File: config.mk
export PLATFORM = sky130hd
export DESIGN_NAME = bfi_ram
export DESIGN_NICKNAME = d
export VERILOG_FILES = /design/src/hw/rtl/bfi_ram.sv
export SDC_FILE = /design/constraint.sdc
export NUM_CORES = 2
export LEC_CHECK = 0
export BUFFER_PORTS_ARGS = -buffer_cell sky130_fd_sc_hd__buf_2
export CORE_MARGIN = 5
export CORE_UTILIZATION = 50
export CTS_BUF_LIST = sky130_fd_sc_hd__clkbuf_16
export CTS_CLUSTER_DIAMETER = 40
export DETAILED_ROUTE_END_ITERATION = 16
export PLACE_DENSITY = 0.67
export SYNTH_ARGS = -nofsm -noshare
export SYNTH_HDL_FRONTEND = slang
export SYNTH_SLANG_ARGS = --single-unit
File: constraint.sdc
create_clock -name clk_i -period 2.06 [get_ports clk_i]
set_clock_uncertainty 0.15 [all_clocks]
set_input_delay 0.103 -clock clk_i [delete_from_list [all_inputs] [get_ports clk_i]]
set_output_delay 0.103 -clock clk_i [all_outputs]
set_load 0.005 [all_outputs]
File: src/hw/rtl/bfi_ram.sv
module bfi_ram #(
  parameter int unsigned WIDTH = 8,
  parameter int unsigned DEPTH = 256
) (
  input  logic                     clk_i,
  input  logic                     we_i,
  input  logic [$clog2(DEPTH)-1:0] waddr_i,
  input  logic [WIDTH-1:0]         wdata_i,
  input  logic [$clog2(DEPTH)-1:0] raddr_i,
  output logic [WIDTH-1:0]         rdata_o
);

  logic [WIDTH-1:0] mem_q [DEPTH];
  logic [WIDTH-1:0] rdata_q;

  always_ff @(posedge clk_i) begin
    if (we_i) begin
      mem_q[waddr_i] <= wdata_i;
    end
    rdata_q <= mem_q[raddr_i];
  end

  assign rdata_o = rdata_q;

endmodule

==> results.sh <==
export IMPL_numCtsBuffers=241
export IMPL_async_reset_ff_share_pct=0
export IMPL_grt_overflow_total=0
export IMPL_ys_warnings_count=0
export IMPL_whs_ns=0.0934
export IMPL_grt_pass1_wl_um=293000
export IMPL_start_util_pct=50.2
export IMPL_power_uw=94500
export IMPL_root_buffer="clkbuf_16"
export IMPL_drt_pass1_iterations=6
export IMPL_drc=0
export IMPL_regToRegEndpoint="rdata_o[0]"
export IMPL_multi_input_area_um2=17000
export IMPL_path_max_fanout=1
export IMPL_ant_nets=0
export IMPL_ff_latch_area_um2=61700
export IMPL_synth_edff_count=2048
export IMPL_pwr_share_seq_pct=48.9
export IMPL_p_leak_uw=0.0320
export IMPL_nets=4592
export IMPL_fin_ws_ns=-0.339
export IMPL_synthTopCellsByArea="edfxtp_1, mux4_2, mux2i_1"
export IMPL_io_buffers=33
export IMPL_dieWidth_um=409
export IMPL_cts_buffer_depth=3
export IMPL_viasPerCell=6.10
export IMPL_hp_class="in -> reg"
export IMPL_path_clk_slew_ns=0.06
export IMPL_core_um2=158000
export IMPL_synth_seq_cells=2056
export IMPL_cts_max_level=4
export IMPL_nFillCells=10841
export IMPL_clk_latency_ns=0.86
export IMPL_postCtsSetupRepairBufs=0
export IMPL_drive_gt1_share_pct=36.3
export IMPL_wl_per_cell_um=29.2
export IMPL_min_to="mem_q[70][4]"
export IMPL_grt_max_degree=82
export IMPL_syn_to_final_growth_pct=21.8
export IMPL_dpl_hpwl_um=129000
export IMPL_worst_slew_pin_slew_ns=0.704
export IMPL_critPathKind="reg -> reg"
export IMPL_syn_instance_count=3733
export IMPL_setup_viol=9
export IMPL_synth_commonest_cells="edfxtp_1, mux4_2, nor2_1"
export IMPL_cp_start_kind="flop"
export IMPL_finalMaxSlewViolations=0
export IMPL_ioPinCount=34
export IMPL_syn_avg_cell_area_um2=21.3
export IMPL_die_h_um=409
export IMPL_clkPwrFrac_pct=45.7
export IMPL_ys_flop_type="edfxtp_1"
export IMPL_wl_um=200000
export IMPL_antenna_found_initial=12
export IMPL_syn_nets=3759
export IMPL_hold_viol=0
export IMPL_cts_tree="built"
export IMPL_gp_congestion=0.860
export IMPL_sw_frac_of_total_pct=22.0
export IMPL_synth_area_um2=79600
export IMPL_die_area_um2=167000
export IMPL_final_cells=6860
export IMPL_p_int_uw=73700
export IMPL_r2r_setup_slack_ns=-0.34
export IMPL_dp_cells=6378
export IMPL_synth_most_common_cell="edfxtp_1"
export IMPL_synth_cell_type_count=55
export IMPL_worstPathArrival_ns=2.97
export IMPL_max_cap_viol_count=0
export IMPL_violations="setup timing"
export IMPL_fmax_mhz=417
export IMPL_end_kind="flop"
export IMPL_grt_usage_pct=24.0
export IMPL_slew_headroom_pct=53.1
export IMPL_rows=146
export IMPL_rsz0062_at_grt="yes"
export IMPL_clock_sinks=2056
export IMPL_grt_pass1_vias=42081
export IMPL_worst_r2r_cell_count=6
export IMPL_run_status="complete, but fails checks"
export IMPL_ys_seq_area_share_pct=77.5
export IMPL_power_density_nw_per_um2=975
export IMPL_final_period_utilization_pct=116
export IMPL_min_from="wdata_i[4]"
export IMPL_power_frac_comb_pct=5.3
export IMPL_via_count=41836
export IMPL_first_iter_violations=5297
export IMPL_period_minus_slack_ns=2.40
export IMPL_synth_top_cell_area_share_pct=77.3
export IMPL_r2r_start="mem_q[83][0]"
export IMPL_hold_depth=2
export IMPL_required_ns=2.63
export IMPL_power_switching_uw=20800
export IMPL_ir_worst_vdd_uv=804
export IMPL_synth_top_area_cell="edfxtp_1"
==> state kept, by name, indices dropped and copies added (netlist names) <==
signal   flops
mem_q     2048
rdata_o      8
==> layout make-up <==
class / instances / share of cell area [%]
flip-flops and latches: 2056 / 63.6
multi-input cells: 1442 / 17.5
repair buffers: 823 / 7.57
clock buffers: 242 / 6.25
well taps: 2072 / 2.68
clock inverters: 218 / 2.37
diodes: 5 / 0.0129
inverters: 2 / 0.00775
==> metrics by stage <==
step | setup WS, ns | TNS, ns | utilization, % | instance area [um2]
2_1_floorplan | -0.0118 | -1.42 | - | 79800
3_3_place_gp | -1.67 | -10.66 | 55.5 | 87900
3_5_place_dp | -1.65 | -10.91 | 55.5 | 87900
4_1_cts | -0.364 | -2.32 | 61.1 | 96800
5_1_grt | -0.371 | -2.53 | 61.2 | 96900
6_report | -0.339 | -2.12 | 61.2 | 96900
==> power groups by stage <==
stage                     logic, uW  registers, uW  clock network (uW)
after CTS                      5030          46200               43800
after detailed placement       4870          47100                   0
after global routing           5320          46200               45800
final                          5060          46200               43200
after floorplan                2310          47000                   0
after global placement         4800          47100                   0
==> repair_timing <==
action	in CTS	in global routing
endpoints found under the hold margin	2800	0
hold buffers	19	0
pin swaps	24	17
endpoints found under the setup margin	8	50
gates resized for setup	57	21
==> worst max-delay path: stages, from the launching register on <==
cell,delay [ns]
edfxtp_1,0.35
mux4_2,0.49
mux4_2,0.56
nor2b_4,0.18
nor4_4,0.29
buf_4,0.20
nor4_2,0.04
==> layer usage <==
layer,vias up,track usage (%),wire [um]
met2,2214,37.1,95400
met1,21808,34.3,78100
met4,8,7.27,6240
met5,-,0,59
li1,17442,-,-
met3,364,5.75,20400
==> cells by family after synthesis <==
kind of cell    synth area share, %
mux                            14.6
buf+inv                        1.83
flops                          77.5
compound gates                 3.42
simple gates                   2.63
==> how the worst max path moves through the flow <==
stage | start | endpoint | slack (ns)
finish | mem_q[83][0] | rdata_o[0] | -0.34
global placement | raddr_i[0] | rdata_o[5] | -1.67
detailed placement | raddr_i[0] | rdata_o[3] | -1.65
CTS | mem_q[87][0] | rdata_o[0] | -0.36
global route | mem_q[83][2] | rdata_o[2] | -0.37
floorplan | raddr_i[0] | rdata_o[0] | -0.01
==> placed cells by master (no fill, tap or decap), types with 7 or more instances in the layout <==
cell type         n
nor2b_1          24
dfxtp_1           7
o21ai_0          10
clkbuf_16       242
inv_6            30
edfxtp_1       2048
clkinv_4         22
nand2_1          33
a22o_1            7
mux4_2          455
a221oi_1          8
o22ai_1          28
bufinv_16        29
nor4_2           13
buf_2            22
clkinv_1         32
nor2_1          274
clkinv_2         30
buf_8             7
buf_12           87
a21oi_1          93
inv_8             8
nor3_1           15
nand2b_1          8
o221ai_1         46
nand3_1          34
mux2i_1         134
nor4_1            8
dlygate4sd3_1    19
a211oi_1         10
inv_1            33
o211ai_1         10
a22oi_1         128
nand4_1          10
buf_4           684
clkinvlp_4       22
No activity file was read; power rests on OpenSTA's default activity.
