$ cat config.mk
export PLATFORM = sky130hd
export DESIGN_NAME = bfi_load
export DESIGN_NICKNAME = d
export VERILOG_FILES = /design/src/hw/rtl/bfi_pkg.sv /design/src/hw/rtl/bfi_load.sv
export SDC_FILE = /design/constraint.sdc
export NUM_CORES = 1
export LEC_CHECK = 0
export ABC_AREA = 1
export BUFFER_PORTS_ARGS = -buffer_cell sky130_fd_sc_hd__buf_2
export CORE_ASPECT_RATIO = 0.5
export CORE_MARGIN = 1.5
export CORE_UTILIZATION = 41
export DETAILED_ROUTE_END_ITERATION = 10
export GPL_TIMING_DRIVEN = 1
export PLACE_DENSITY_LB_ADDON = 0.05
export SETUP_SLACK_MARGIN = 0.15
export SYNTH_ARGS = -nofsm -noshare
export SYNTH_HDL_FRONTEND = slang
export SYNTH_SLANG_ARGS = --single-unit
export TNS_END_PERCENT = 10
$ cat constraint.sdc
create_clock -name vclk -period 2.5
set_clock_uncertainty 0.1 [all_clocks]
set_input_delay 0.5 -clock vclk [all_inputs]
set_output_delay 0.5 -clock vclk [all_outputs]
set_load 0.05 [all_outputs]
$ cat src/hw/rtl/bfi_pkg.sv
package bfi_pkg;

  localparam int unsigned PROG_DEPTH = 1024;
  localparam int unsigned TAPE_DEPTH = 32768;
  localparam int unsigned NEST_DEPTH = 64;

  // program address, length / pc, tape address, stack index, stack count
  localparam int unsigned PA = $clog2(PROG_DEPTH);
  localparam int unsigned LW = $clog2(PROG_DEPTH + 1);
  localparam int unsigned TA = $clog2(TAPE_DEPTH);
  localparam int unsigned SA = $clog2(NEST_DEPTH);
  localparam int unsigned SW = $clog2(NEST_DEPTH + 1);

  localparam logic CMD_LOAD = 1'b0;
  localparam logic CMD_STEP = 1'b1;

  localparam logic [2:0] ST_OK        = 3'd0;
  localparam logic [2:0] ST_FINISHED  = 3'd1;
  localparam logic [2:0] ST_UNDER     = 3'd2;
  localparam logic [2:0] ST_OVER      = 3'd3;
  localparam logic [2:0] ST_UNMATCHED = 3'd4;
  localparam logic [2:0] ST_TOO_LONG  = 3'd5;
  localparam logic [2:0] ST_TOO_DEEP  = 3'd6;

  localparam logic [7:0] CH_INC   = 8'h2B; // +
  localparam logic [7:0] CH_DEC   = 8'h2D; // -
  localparam logic [7:0] CH_LEFT  = 8'h3C; // <
  localparam logic [7:0] CH_RIGHT = 8'h3E; // >
  localparam logic [7:0] CH_OUT   = 8'h2E; // .
  localparam logic [7:0] CH_IN    = 8'h2C; // ,
  localparam logic [7:0] CH_OPEN  = 8'h5B; // [
  localparam logic [7:0] CH_CLOSE = 8'h5D; // ]

  typedef enum logic [3:0] {
    OP_NOP   = 4'd0,
    OP_INC   = 4'd1,
    OP_DEC   = 4'd2,
    OP_LEFT  = 4'd3,
    OP_RIGHT = 4'd4,
    OP_OUT   = 4'd5,
    OP_IN    = 4'd6,
    OP_OPEN  = 4'd7,
    OP_CLOSE = 4'd8
  } op_e;

  typedef struct packed {
    logic       command;
    logic [7:0] symbol;
    logic       is_last;
    logic [7:0] in_byte;
  } in_item_t;

  typedef struct packed {
    logic       out_valid;
    logic [7:0] out_byte;
    logic       input_taken;
    logic [2:0] status;
  } out_item_t;

  // load unit -> control
  typedef struct packed {
    logic [LW-1:0] len;
    logic [SW-1:0] top;
    logic [2:0]    status;
    logic          load_done;
    logic          prog_we;
    logic [PA-1:0] pos;
    op_e           op;
    logic          push;
    logic          link;
    logic [PA-1:0] partner_pos;
  } load_res_t;

  // step unit -> control
  typedef struct packed {
    logic [LW-1:0] pc;
    logic [TA-1:0] ptr;
    logic [2:0]    status;
    logic          tape_we;
    logic [7:0]    tape_wdata;
    logic          out_valid;
    logic [7:0]    out_byte;
    logic          input_taken;
  } step_res_t;

  function automatic op_e encode_symbol(input logic [7:0] c);
    op_e op;
    unique case (c)
      CH_INC:   op = OP_INC;
      CH_DEC:   op = OP_DEC;
      CH_LEFT:  op = OP_LEFT;
      CH_RIGHT: op = OP_RIGHT;
      CH_OUT:   op = OP_OUT;
      CH_IN:    op = OP_IN;
      CH_OPEN:  op = OP_OPEN;
      CH_CLOSE: op = OP_CLOSE;
      default:  op = OP_NOP;
    endcase
    return op;
  endfunction

endpackage

$ cat src/hw/rtl/bfi_load.sv
module bfi_load (
  input  logic                  load_done_i,
  input  logic [bfi_pkg::LW-1:0] len_i,
  input  logic [bfi_pkg::SW-1:0] top_i,
  input  logic [2:0]            status_i,
  input  logic [7:0]            symbol_i,
  input  logic                  is_last_i,
  input  logic [bfi_pkg::PA-1:0] stack_rdata_i,
  output bfi_pkg::load_res_t    res_o
);
  import bfi_pkg::*;

  logic [LW-1:0] len_e;
  logic [SW-1:0] top_e;
  logic [2:0]    st_e;

  // a load after the final symbol opens a new program
  assign len_e = load_done_i ? '0 : len_i;
  assign top_e = load_done_i ? '0 : top_i;
  assign st_e  = load_done_i ? ST_OK : status_i;

  always_comb begin
    res_o             = '0;
    res_o.len         = len_e;
    res_o.top         = top_e;
    res_o.status      = st_e;
    res_o.load_done   = is_last_i;
    res_o.pos         = len_e[PA-1:0];
    res_o.op          = encode_symbol(symbol_i);
    res_o.partner_pos = stack_rdata_i;
    if (st_e == ST_OK) begin
      if (len_e >= LW'(PROG_DEPTH)) begin
        res_o.status = ST_TOO_LONG;
      end else begin
        case (res_o.op)
          OP_OPEN: begin
            if (top_e == SW'(NEST_DEPTH)) begin
              res_o.status = ST_TOO_DEEP;
            end else begin
              res_o.push = 1'b1;
              res_o.top  = top_e + SW'(1);
            end
          end
          OP_CLOSE: begin
            if (top_e == '0) begin
              res_o.status = ST_UNMATCHED;
            end else begin
              res_o.link = 1'b1;
              res_o.top  = top_e - SW'(1);
            end
          end
          default: ;
        endcase
        if (res_o.status == ST_OK) begin
          res_o.prog_we = 1'b1;
          res_o.len     = len_e + LW'(1);
        end
      end
    end
    if (is_last_i && res_o.status == ST_OK && res_o.top != '0) begin
      res_o.status = ST_UNMATCHED;
    end
  end

endmodule

==> results.cfg <==
[run_status]
run_status = complete, but fails checks
violations = setup timing

[finish]
layout_commonest_cell = buf_4
fin_cells = 404
syn2layout_area_growth_pct = 97.9
numSequentialCells = 0
nNetsFinal = 411
final_util = 0.890
multiInputGateArea_um2 = 1510
antenna-diode-count = 0
num-clock-buffers = 0
drive_gt1_frac = 0.673
design_area_um2 = 2810
seqCellArea_um2 = 0
nFillCells = 147
mostFrequentLayoutCells = buf_4 (60), buf_2 (47), nand2_1 (44), inv_1 (26), buf_6 (21)

[floorplan]
initial_core_util = 0.450
die_w_um = 86.2
io_pins = 90
rows = 14
die_h_um = 44.6
core-area_um2 = 3150
die_area_um2 = 3840

[critical_path]
slowest_stage = ha_4
path_cells = buf_2, nand2_8, ha_4, inv_2, nor2_4, nand3_4, nand3_2, nand2_1, nor2_2, nand2_1, nor2_2, nand3_2, nand2_2, nand2_4, buf_8
path_max_fanout = 5
cp-end-kind = output pin
cpLargestDelayFamily = simple AND/OR/NAND/NOR gates
path_class = input pin to output pin
cp_num_buf_inv = 3
arrival_ns = 2.06
startpoint_type = input pin
cp_data_required_time_ns = 1.90
cpPeakStageDelay_ns = 0.15

[sta]
min_period_ns = 2.66
fin_ws_ns = -0.164
fmax_mhz = 375
rsz0062_at_grt = yes
hold_violations = 0
fin_crit_sh = 1.07
maxSlewHeadroom = 0.740
slew_viol_final = 0
worstMarginPinSlew_ns = 0.389
setup_viol = 12

[global_routing]
grt_pass1_vias = 1801
grt_max_degree = 9
grt_pass1_wl_um = 7970
overflow = 0
antenna_found_initial = 0
grt_usage = 0.253

[min_path]
whs_path_depth = 0
min_path_type = input pin to output pin
hp-start = stack_rdata_i[1]
hold_end = res_o[1]

[routing]
drc = 0
num_vias = 2067
avgViaCountPerCell = 5.12
wl_per_cell_um = 14.9
drt_iter0_drc = 90
drt_wl_total_um = 6010
antenna_left = 0
first_pass_iters = 4

[placement]
placed_area_um2 = 2250
io_buffers = 70
gp_congestion = 0.923
dp_cells = 393
hpwl_um = 3850

[clocking]
cts-hold-fix-buffers = 0

[synth]
postSynthAreaPerCell_um2 = 5.88
synth_cell_types = 34
synth_nets = 286
syn_area_um2 = 1420
ys.warnings.count = 0
ys_seq_area_frac = 0
synthCells = 241

[job]
maxCapViolCount = 0

[power]
power_density_nw_per_um2 = 201
peakVddDrop_mv = 0.179
p_leak_uw = 0.00154
-- final cells by class --
type / instances / share of cell area
Tap cell: 40 / 0.0178
Timing Repair Buffer: 136 / 0.377
Multi-Input combinational cell: 186 / 0.538
Inverter: 42 / 0.0674
-- synth_stat cells, types with 2 or more instances --
cell | instances | area [µm²]
inv_4 | 2 | 12.5
nor2_4 | 4 | 45.0
nand2_8 | 2 | 40.0
xor2_1 | 11 | 96.3
a21oi_1 | 6 | 30.0
inv_1 | 33 | 124
nor2_2 | 3 | 18.8
buf_4 | 11 | 82.6
inv_2 | 5 | 18.8
nand3_2 | 6 | 60.1
nor3_1 | 5 | 25.0
nand4_1 | 5 | 31.3
nand2_4 | 7 | 78.8
nand2_2 | 8 | 50.1
nand3_1 | 19 | 95.1
nand2_1 | 60 | 225
o21ai_0 | 2 | 10.0
nor2_1 | 31 | 116
o21ai_4 | 2 | 32.5
xnor2_1 | 2 | 17.5
ha_1 | 4 | 50.1
-- through the flow --
step           setup slack [ns]  total power [µW]  TNS, ns  hold slack, ns
2_1_floorplan            -0.535               336    -5.95            1.06
3_5_place_dp             -0.340               448    -3.86           0.900
3_3_place_gp             -0.327               443    -3.50           0.900
6_report                 -0.164               564    -1.09           0.900
5_1_grt                  -0.223               591    -2.22           0.900
4_1_cts                  -0.169               495   -0.765           0.900
-- routing by layer --
metal / global-route usage / wire (µm) / vias to the layer above / share of wire
met5: 0 / 0 / - / 0
met4: 0.0226 / 171 / 0 / 0.028
met3: 0.0224 / 365 / 22 / 0.061
met2: 0.465 / 2990 / 114 / 0.50
met1: 0.342 / 2490 / 944 / 0.41
li1: - / - / 987 / -
-- how the worst max path moves through the flow --
stage                      from        end  slack, ns  depth (start not counted)
floorplan           load_done_i  res_o[30]      -0.54                         16
global placement    load_done_i  res_o[44]      -0.33                         15
detailed placement  load_done_i  res_o[30]      -0.34                         16
CTS                 load_done_i  res_o[44]      -0.17                         15
global route           top_i[0]  res_o[30]      -0.22                         15
finish                 top_i[0]  res_o[30]      -0.16                         15
-- logic make-up after synthesis --
group                      count (synthesis)  share of synthesized area
and+or+nand+nor                          155                      0.605
buffers and inverters                     55                      0.207
xor gates and xnor gates                  13                     0.0803
adders and majority gates                  4                     0.0353
AOI/OAI and AO/OA                         14                     0.0715
-- timing repair --
item                                    CTS  global route
gates resized for setup                  62            69
pin swaps                                11            28
endpoints found under the setup margin   22            22
setup buffers                             6             5
-- power breakdown --
group	leakage, µW	switching, µW	internal (µW)
clock	0	0	0
combinational	0.00154	346	218
sequential	0	0	0
No activity file was read; power rests on OpenSTA's default activity.
