**config.mk**
```make
export PLATFORM = sky130hd
export DESIGN_NAME = bfi_step
export DESIGN_NICKNAME = d
export VERILOG_FILES = /design/src/hw/rtl/bfi_pkg.sv /design/src/hw/rtl/bfi_step.sv
export SDC_FILE = /design/constraint.sdc
export NUM_CORES = 1
export LEC_CHECK = 0
export BUFFER_PORTS_ARGS = -buffer_cell sky130_fd_sc_hd__clkbuf_2
export CAP_MARGIN = 20
export CORE_ASPECT_RATIO = 0.75
export CORE_MARGIN = 3
export CORE_UTILIZATION = 35
export DETAILED_ROUTE_END_ITERATION = 10
export GPL_TIMING_DRIVEN = 0
export PLACE_DENSITY_LB_ADDON = 0.05
export SETUP_SLACK_MARGIN = 0.4
export SLEW_MARGIN = 20
export SYNTH_ARGS = -nofsm -noshare
export SYNTH_HDL_FRONTEND = slang
export SYNTH_SLANG_ARGS = --single-unit
```
**constraint.sdc**
```tcl
create_clock -name vclk -period 3.8
set_input_delay 0.76 -clock vclk [all_inputs]
set_output_delay 0.76 -clock vclk [all_outputs]
set_load 0.02 [all_outputs]
```
**src/hw/rtl/bfi_pkg.sv**
```systemverilog
package bfi_pkg;

  localparam int unsigned PROG_DEPTH = 1024;
  localparam int unsigned TAPE_DEPTH = 32768;
  localparam int unsigned NEST_DEPTH = 64;

  // program address, length / pc, tape address, stack index, stack count
  localparam int unsigned PA = $clog2(PROG_DEPTH);
  localparam int unsigned LW = $clog2(PROG_DEPTH + 1);
  localparam int unsigned TA = $clog2(TAPE_DEPTH);
  localparam int unsigned SA = $clog2(NEST_DEPTH);
  localparam int unsigned SW = $clog2(NEST_DEPTH + 1);

  localparam logic CMD_LOAD = 1'b0;
  localparam logic CMD_STEP = 1'b1;

  localparam logic [2:0] ST_OK        = 3'd0;
  localparam logic [2:0] ST_FINISHED  = 3'd1;
  localparam logic [2:0] ST_UNDER     = 3'd2;
  localparam logic [2:0] ST_OVER      = 3'd3;
  localparam logic [2:0] ST_UNMATCHED = 3'd4;
  localparam logic [2:0] ST_TOO_LONG  = 3'd5;
  localparam logic [2:0] ST_TOO_DEEP  = 3'd6;

  localparam logic [7:0] CH_INC   = 8'h2B; // +
  localparam logic [7:0] CH_DEC   = 8'h2D; // -
  localparam logic [7:0] CH_LEFT  = 8'h3C; // <
  localparam logic [7:0] CH_RIGHT = 8'h3E; // >
  localparam logic [7:0] CH_OUT   = 8'h2E; // .
  localparam logic [7:0] CH_IN    = 8'h2C; // ,
  localparam logic [7:0] CH_OPEN  = 8'h5B; // [
  localparam logic [7:0] CH_CLOSE = 8'h5D; // ]

  typedef enum logic [3:0] {
    OP_NOP   = 4'd0,
    OP_INC   = 4'd1,
    OP_DEC   = 4'd2,
    OP_LEFT  = 4'd3,
    OP_RIGHT = 4'd4,
    OP_OUT   = 4'd5,
    OP_IN    = 4'd6,
    OP_OPEN  = 4'd7,
    OP_CLOSE = 4'd8
  } op_e;

  typedef struct packed {
    logic       command;
    logic [7:0] symbol;
    logic       is_last;
    logic [7:0] in_byte;
  } in_item_t;

  typedef struct packed {
    logic       out_valid;
    logic [7:0] out_byte;
    logic       input_taken;
    logic [2:0] status;
  } out_item_t;

  // load unit -> control
  typedef struct packed {
    logic [LW-1:0] len;
    logic [SW-1:0] top;
    logic [2:0]    status;
    logic          load_done;
    logic          prog_we;
    logic [PA-1:0] pos;
    op_e           op;
    logic          push;
    logic          link;
    logic [PA-1:0] partner_pos;
  } load_res_t;

  // step unit -> control
  typedef struct packed {
    logic [LW-1:0] pc;
    logic [TA-1:0] ptr;
    logic [2:0]    status;
    logic          tape_we;
    logic [7:0]    tape_wdata;
    logic          out_valid;
    logic [7:0]    out_byte;
    logic          input_taken;
  } step_res_t;

  function automatic op_e encode_symbol(input logic [7:0] c);
    op_e op;
    unique case (c)
      CH_INC:   op = OP_INC;
      CH_DEC:   op = OP_DEC;
      CH_LEFT:  op = OP_LEFT;
      CH_RIGHT: op = OP_RIGHT;
      CH_OUT:   op = OP_OUT;
      CH_IN:    op = OP_IN;
      CH_OPEN:  op = OP_OPEN;
      CH_CLOSE: op = OP_CLOSE;
      default:  op = OP_NOP;
    endcase
    return op;
  endfunction

endpackage

```
**src/hw/rtl/bfi_step.sv**
```systemverilog
module bfi_step (
  input  logic                   load_done_i,
  input  logic [2:0]             status_i,
  input  logic [bfi_pkg::LW-1:0] pc_i,
  input  logic [bfi_pkg::LW-1:0] len_i,
  input  logic [bfi_pkg::TA-1:0] ptr_i,
  input  bfi_pkg::op_e           op_i,
  input  logic [7:0]             cell_i,
  input  logic [bfi_pkg::PA-1:0] match_i,
  input  logic [7:0]             in_byte_i,
  output bfi_pkg::step_res_t     res_o
);
  import bfi_pkg::*;

  logic [LW-1:0] nxt;
  logic          hold;

  always_comb begin
    res_o            = '0;
    res_o.pc         = pc_i;
    res_o.ptr        = ptr_i;
    res_o.status     = status_i;
    res_o.tape_wdata = cell_i;
    nxt              = pc_i + LW'(1);
    hold             = 1'b0;
    if (!load_done_i || status_i != ST_OK) begin
      // halted or still loading: report only
    end else if (pc_i >= len_i) begin
      res_o.status = ST_FINISHED;
    end else begin
      case (op_i)
        OP_INC: begin
          res_o.tape_we    = 1'b1;
          res_o.tape_wdata = cell_i + 8'd1;
        end
        OP_DEC: begin
          res_o.tape_we    = 1'b1;
          res_o.tape_wdata = cell_i - 8'd1;
        end
        OP_LEFT: begin
          if (ptr_i == '0) begin
            res_o.status = ST_UNDER;
            hold         = 1'b1;
          end else begin
            res_o.ptr = ptr_i - TA'(1);
          end
        end
        OP_RIGHT: begin
          if (ptr_i == TA'(TAPE_DEPTH - 1)) begin
            res_o.status = ST_OVER;
            hold         = 1'b1;
          end else begin
            res_o.ptr = ptr_i + TA'(1);
          end
        end
        OP_OUT: begin
          res_o.out_valid = 1'b1;
          res_o.out_byte  = cell_i;
        end
        OP_IN: begin
          res_o.tape_we     = 1'b1;
          res_o.tape_wdata  = in_byte_i;
          res_o.input_taken = 1'b1;
        end
        OP_OPEN: begin
          if (cell_i == 8'd0) nxt = LW'(match_i) + LW'(1);
        end
        OP_CLOSE: begin
          if (cell_i != 8'd0) nxt = LW'(match_i) + LW'(1);
        end
        default: ;
      endcase
      if (!hold) begin
        res_o.pc = nxt;
        if (nxt >= len_i) res_o.status = ST_FINISHED;
      end
    end
  end

endmodule

```
==> results.json, run 1 <==
{
  "synth_cells": 362,
  "nets": 618,
  "fmax_mhz": 229,
  "rsz0062_at_grt": "yes",
  "start_kind": "input pin",
  "finalWirelength_mm": 10.2,
  "finalSetupViolations": 1,
  "syn_avg_cell_area_sq_um": 6.88,
  "final_cell_mix": "clkbuf_2, buf_6, buf_4, nor2_1, ha_1",
  "hold_depth": 3,
  "first_iter_violations": 116,
  "vias_per_cell": 5.61,
  "crit_type": "in -> out",
  "antenna_cells": 0,
  "core_sq_um": 6600,
  "synthesis.area_sq_um": 2490,
  "min_to": "res_o[13]",
  "vias": 3402,
  "placed_area_sq_um": 3230,
  "yosys_warnings": 0,
  "start_util_pct": 37.7,
  "hp-class": "in -> out",
  "relSlewSlack_pct": 49.1,
  "overflow": 0,
  "powerDensity_nw_per_um2": 95.0,
  "grt_max_degree": 11,
  "setup_ws_ns": -0.569,
  "slew_violations": 0,
  "combPwrFrac_pct": 100.0,
  "gp_congestion": 0.877,
  "netlist-cell-type-count": 58,
  "die-area_sq_um": 8180,
  "crit_arrival_ns": 3.61,
  "die_w_um": 103,
  "ys_seq_area_share_pct": 0,
  "wl_per_cell_um": 16.8,
  "io_pins": 119,
  "min_from": "in_byte_i[3]",
  "grt_pass1_vias": 3146,
  "grt_usage_pct": 22.6,
  "period_share_pct": 115,
  "post-route-min-period_ns": 4.37,
  "synth_top_cell_area_share_pct": 16.1,
  "ir_drop_mv": 0.0509,
  "postLayoutCellArea_sq_um": 4500,
  "fin_util_pct": 68.2,
  "leakage_nw": 2.02,
  "grt_antenna_before_repair": 0,
  "crit_path_max_fanout": 4,
  "dpl.hpwl_mm": 7.17,
  "drc": 0,
  "dr.pass1.iters": 4,
  "area_growth_pct": 80.6,
  "violations": "negative setup slack",
  "switchingPower_uw": 227,
  "clockPowerShare_pct": 0,
  "worstPathRequired_ns": 3.04,
  "seq_cell_count": 0,
  "intPower_uw": 201,
  "dp.cells": 569,
  "n_clock_buffer": 0,
  "layoutNonFillerInstCount": 606,
  "chipHeight_um": 79.1,
  "switching_share_pct": 53.1,
  "seq_power_share_pct": 0,
  "max-cap-violations": 0,
  "status": "finished with violations",
  "hold_viol": 0,
  "port_buffers": 113,
  "postRouteAntennaNets": 0,
  "final_common_cell": "clkbuf_2",
  "yosysTopAreaCell": "ha_1",
  "synthTopCellsByArea": "ha_1, xor2_1, mux2_2, nand3_1, nor2_1",
  "num_rows": 25,
  "syn_nets": 466,
  "crit_start": "cell_i[4]",
  "regArea_sq_um": 0,
  "tightest_slew_ns": 0.757,
  "grt_pass1_wl_mm": 15.4,
  "endpoint_kind": "primary output",
  "hold_ws_ns": 1.85,
  "drive_above_1_share_pct": 49.2
}
==> Yosys cell counts, drive strengths merged, types with 2 or more instances <==
| cell | instances |
|---|---|
| a211o | 3 |
| a211oi | 5 |
| a21boi | 2 |
| a21o | 8 |
| a21oi | 17 |
| a221o | 5 |
| a31oi | 11 |
| a32o | 2 |
| a41o | 2 |
| a41oi | 2 |
| and2 | 11 |
| and3 | 7 |
| and4 | 5 |
| buf | 4 |
| clkbuf | 11 |
| ha | 32 |
| inv | 19 |
| mux2 | 11 |
| mux2i | 4 |
| nand2 | 27 |
| nand2b | 5 |
| nand3 | 24 |
| nand4 | 9 |
| nor2 | 28 |
| nor3 | 12 |
| nor3b | 3 |
| nor4 | 4 |
| nor4b | 2 |
| o211ai | 3 |
| o21ai | 25 |
| o22ai | 3 |
| o2bb2ai | 2 |
| o31ai | 5 |
| o41ai | 3 |
| or3 | 4 |
| or4 | 2 |
| xnor2 | 10 |
| xor2 | 19 |
==> power groups by stage <==
| stage | clock [mW] | combinational [mW] | sequential, mW |
|---|---|---|---|
| 3_5_place_dp | 0 | 0.304 | 0 |
| 6_report | 0 | 0.427 | 0 |
| 2_1_floorplan | 0 | 0.189 | 0 |
| 5_1_grt | 0 | 0.464 | 0 |
| 4_1_cts | 0 | 0.375 | 0 |
| 3_3_place_gp | 0 | 0.300 | 0 |
==> worst max-delay path by stage <==
stage,to,slack (ns),cells past startpoint
after floorplan,res_o[19],-0.21,12
after global placement,res_o[19],-0.90,14
after detailed placement,res_o[19],-0.94,14
after CTS,res_o[19],-0.51,13
after global routing,res_o[19],-0.70,13
final,res_o[19],-0.57,11
==> area by class of cell <==
cell class,count,area [sq um]
Timing Repair Buffer,150,1250
Buffer,15,98.8
Inverter,19,73.8
Multi-Input combinational cell,328,2960
Fill cell,558,2100
Tap cell,94,118
==> worst max-delay path: stages <==
cell      delay (ns)
clkbuf_2        0.13
or4_4           0.56
o41ai_4         0.41
buf_4           0.22
mux2i_2         0.24
ha_1            0.27
a21o_1          0.18
a211o_1         0.29
a211oi_2        0.30
o21ai_2         0.09
clkbuf_8        0.15
==> through the flow <==
step                      setup TNS (ns)  total power [mW]  setup slack (ns)
after global placement             -3.76             0.300            -0.898
after floorplan                   -0.205             0.189            -0.205
after global routing              -0.699             0.464            -0.699
after CTS                         -0.515             0.375            -0.509
after detailed placement           -4.08             0.304            -0.945
final                             -0.569             0.427            -0.569
==> kinds of logic (layout without fill, tap and decap cells) <==
logic type	after synthesis	after routing	synth area share, %
fa+ha+maj	33	33	16.9
mux	15	15	6.58
buf+inv	34	184	5.63
xor+xnor	29	29	10.2
compound gates	104	104	29.1
simple gates	147	147	31.6
==> metal layers <==
layer,wire (um),GRT usage (%),vias to the layer above
met3,685,2.02,0
li1,-,-,1686
met5,0,0,-
met2,4590,35.1,118
met1,4890,35.3,1598
met4,0,0.259,0
==> what timing repair did <==
item / CTS / global route
hold buffers: 0 / 0
endpoints found under the setup margin: 47 / 45
gates resized for setup: 117 / 152
gates cloned: 1 / 1
pin swaps: 20 / 26
buffers inserted: 18 / 17
No activity file was read; power rests on OpenSTA's default activity.
==> run 2: changes to the inputs <==
--- a/config.mk
+++ b/config.mk
@@ -9,7 +9,7 @@
 export CAP_MARGIN = 20
 export CORE_ASPECT_RATIO = 0.75
 export CORE_MARGIN = 3
-export CORE_UTILIZATION = 35
+export CORE_UTILIZATION = 40
 export DETAILED_ROUTE_END_ITERATION = 10
 export GPL_TIMING_DRIVEN = 0
 export PLACE_DENSITY_LB_ADDON = 0.05
==> constraint.sdc (replaced) <==
create_clock -name vclk -period 4.52
set_input_delay 0.904 -clock vclk [all_inputs]
set_output_delay 0.904 -clock vclk [all_outputs]
set_load 0.02 [all_outputs]
==> run 2 against run 1 <==
  * The run still ends with negative setup slack left
  * Core utilization fell by 9.7 points
  * Combinational power fell by 35%
  * Final area fell by 23%
  * Via count fell by 4.8%
  * Flip-flop and latch count did not move
  * Critical endpoint unchanged
  * Clock-buffer cell count did not move
  * Final cell count fell by 7.1%
  * Die area fell by 12%
  * Global-route usage fell by 0.93 points
==> results.json, run 2 (synthesis gave the netlist of run 1 again) <==
{
  "status": "finished with violations",
  "violations": "negative setup slack",
  "final_cell_mix": "clkbuf_2, ha_1, nor2_1, nand2_1, nand3_1",
  "grt_pass1_vias": 2866,
  "io_pins": 119,
  "relSlewSlack_pct": 56.6,
  "dr.pass1.iters": 4,
  "postRouteAntennaNets": 0,
  "setup_ws_ns": -0.121,
  "area_growth_pct": 38.9,
  "intPower_uw": 117,
  "start_util_pct": 42.1,
  "dp.cells": 553,
  "seq_cell_count": 0,
  "antenna_cells": 0,
  "placed_area_sq_um": 3170,
  "nets": 591,
  "leakage_nw": 1.64,
  "grt_max_degree": 11,
  "clockPowerShare_pct": 0,
  "die_w_um": 97.1,
  "grtUsageMet3_pct": 3.47,
  "post-route-min-period_ns": 4.64,
  "slew_violations": 0,
  "finalWirelength_mm": 8.52,
  "hold_viol": 0,
  "n_clock_buffer": 0,
  "final_common_cell": "clkbuf_2",
  "grt_usage_pct": 21.7,
  "dpl.hpwl_mm": 6.81,
  "postLayoutCellArea_sq_um": 3460,
  "finalSetupViolations": 1,
  "start_kind": "input pin",
  "powerDensity_nw_per_um2": 80.3,
  "vias_per_cell": 5.75,
  "fmax_mhz": 215,
  "wl_per_cell_um": 15.1,
  "regArea_sq_um": 0,
  "vias": 3240,
  "max-cap-violations": 0,
  "first_iter_violations": 149,
  "chipHeight_um": 74.3,
  "crit_path_max_fanout": 4,
  "core_sq_um": 5920,
  "worstPathRequired_ns": 3.62,
  "overflow": 0,
  "die-area_sq_um": 7220,
  "port_buffers": 113,
  "met2_usage_pct": 32.6,
  "drive_above_1_share_pct": 36.5,
  "tightest_slew_ns": 0.642,
  "crit_arrival_ns": 3.74,
  "ir_drop_mv": 0.0357,
  "grt_antenna_before_repair": 0,
  "crit_type": "in -> out",
  "layoutNonFillerInstCount": 563,
  "combPwrFrac_pct": 100.0,
  "top_usage_layer": "met1",
  "gp_congestion": 0.888,
  "switchingPower_uw": 161,
  "hp-class": "in -> out",
  "met1_usage_pct": 34.0,
  "period_share_pct": 103,
  "endpoint_kind": "primary output",
  "drc": 0,
  "grt_pass1_wl_mm": 13.6,
  "switching_share_pct": 57.8,
  "num_rows": 24,
  "seq_power_share_pct": 0,
  "rsz0062_at_grt": "yes"
}
==> run 2: cell types whose count changed in the layout (fill, tap and decap cells not counted), sizes merged <==
| cell | before | now |
|---|---|---|
| buf | 88 | 17 |
| clkbuf | 77 | 121 |
==> run 2: power groups by stage <==
stage                     clock network [mW]  logic (mW)  registers (mW)
final                                      0       0.278               0
after global routing                       0       0.307               0
after CTS                                  0       0.262               0
after detailed placement                   0       0.249               0
after global placement                     0       0.246               0
after floorplan                            0       0.156               0
==> run 2: layout make-up <==
type	instances	area, sq um
Fill cell	608	2460
Multi-Input combinational cell	328	2540
Inverter	19	71.3
Timing Repair Buffer	123	672
Tap cell	78	97.6
Buffer	15	76.3
==> run 2: metal layers <==
layer,routed length [um],vias up
li1,-,1636
met1,4350,1464
met2,3420,136
met3,730,4
met4,25,0
met5,0,-
==> run 2: final timing paths <==
check             slack (ns)  depth (start not counted)   endpoint   startpoint
setup / recovery       -0.12                         13  res_o[19]    cell_i[3]
hold / removal          2.13                          3  res_o[21]  status_i[2]
==> run 2: per-stage QoR <==
| step | total power, mW | util, % | setup slack [ns] | setup TNS (ns) | hold slack (ns) |
|---|---|---|---|---|---|
| final | 0.278 | 58.5 | -0.121 | -0.121 | 2.13 |
| after detailed placement | 0.249 | 53.6 | -0.411 | -0.411 | 2.13 |
| after global routing | 0.307 | 58.5 | -0.190 | -0.190 | 2.15 |
| after CTS | 0.262 | 56.1 | -0.0901 | -0.0901 | 2.14 |
| after floorplan | 0.156 | - | 0.227 | 0 | 1.94 |
| after global placement | 0.246 | 53.6 | -0.409 | -0.409 | 2.13 |
==> run 2: timing repair <==
action | in CTS | in global routing
resized for setup | 24 | 29
gates cloned | 0 | 0
endpoints found under the setup margin | 32 | 35
endpoints found under the hold margin | 0 | 0
setup buffers | 6 | 4
hold buffers | 0 | 0
pin swaps | 6 | 12
==> run 2: critical path, cell delays in order <==
cell and delay, ns:
buf_8 0.10, or4_4 0.56, o41ai_4 0.36, buf_4 0.21, buf_6 0.12, mux2i_4 0.22, ha_2 0.18, a21o_1 0.12
a211o_1 0.15, a31oi_1 0.06, or3_1 0.39, o21ai_2 0.18, clkbuf_8 0.17
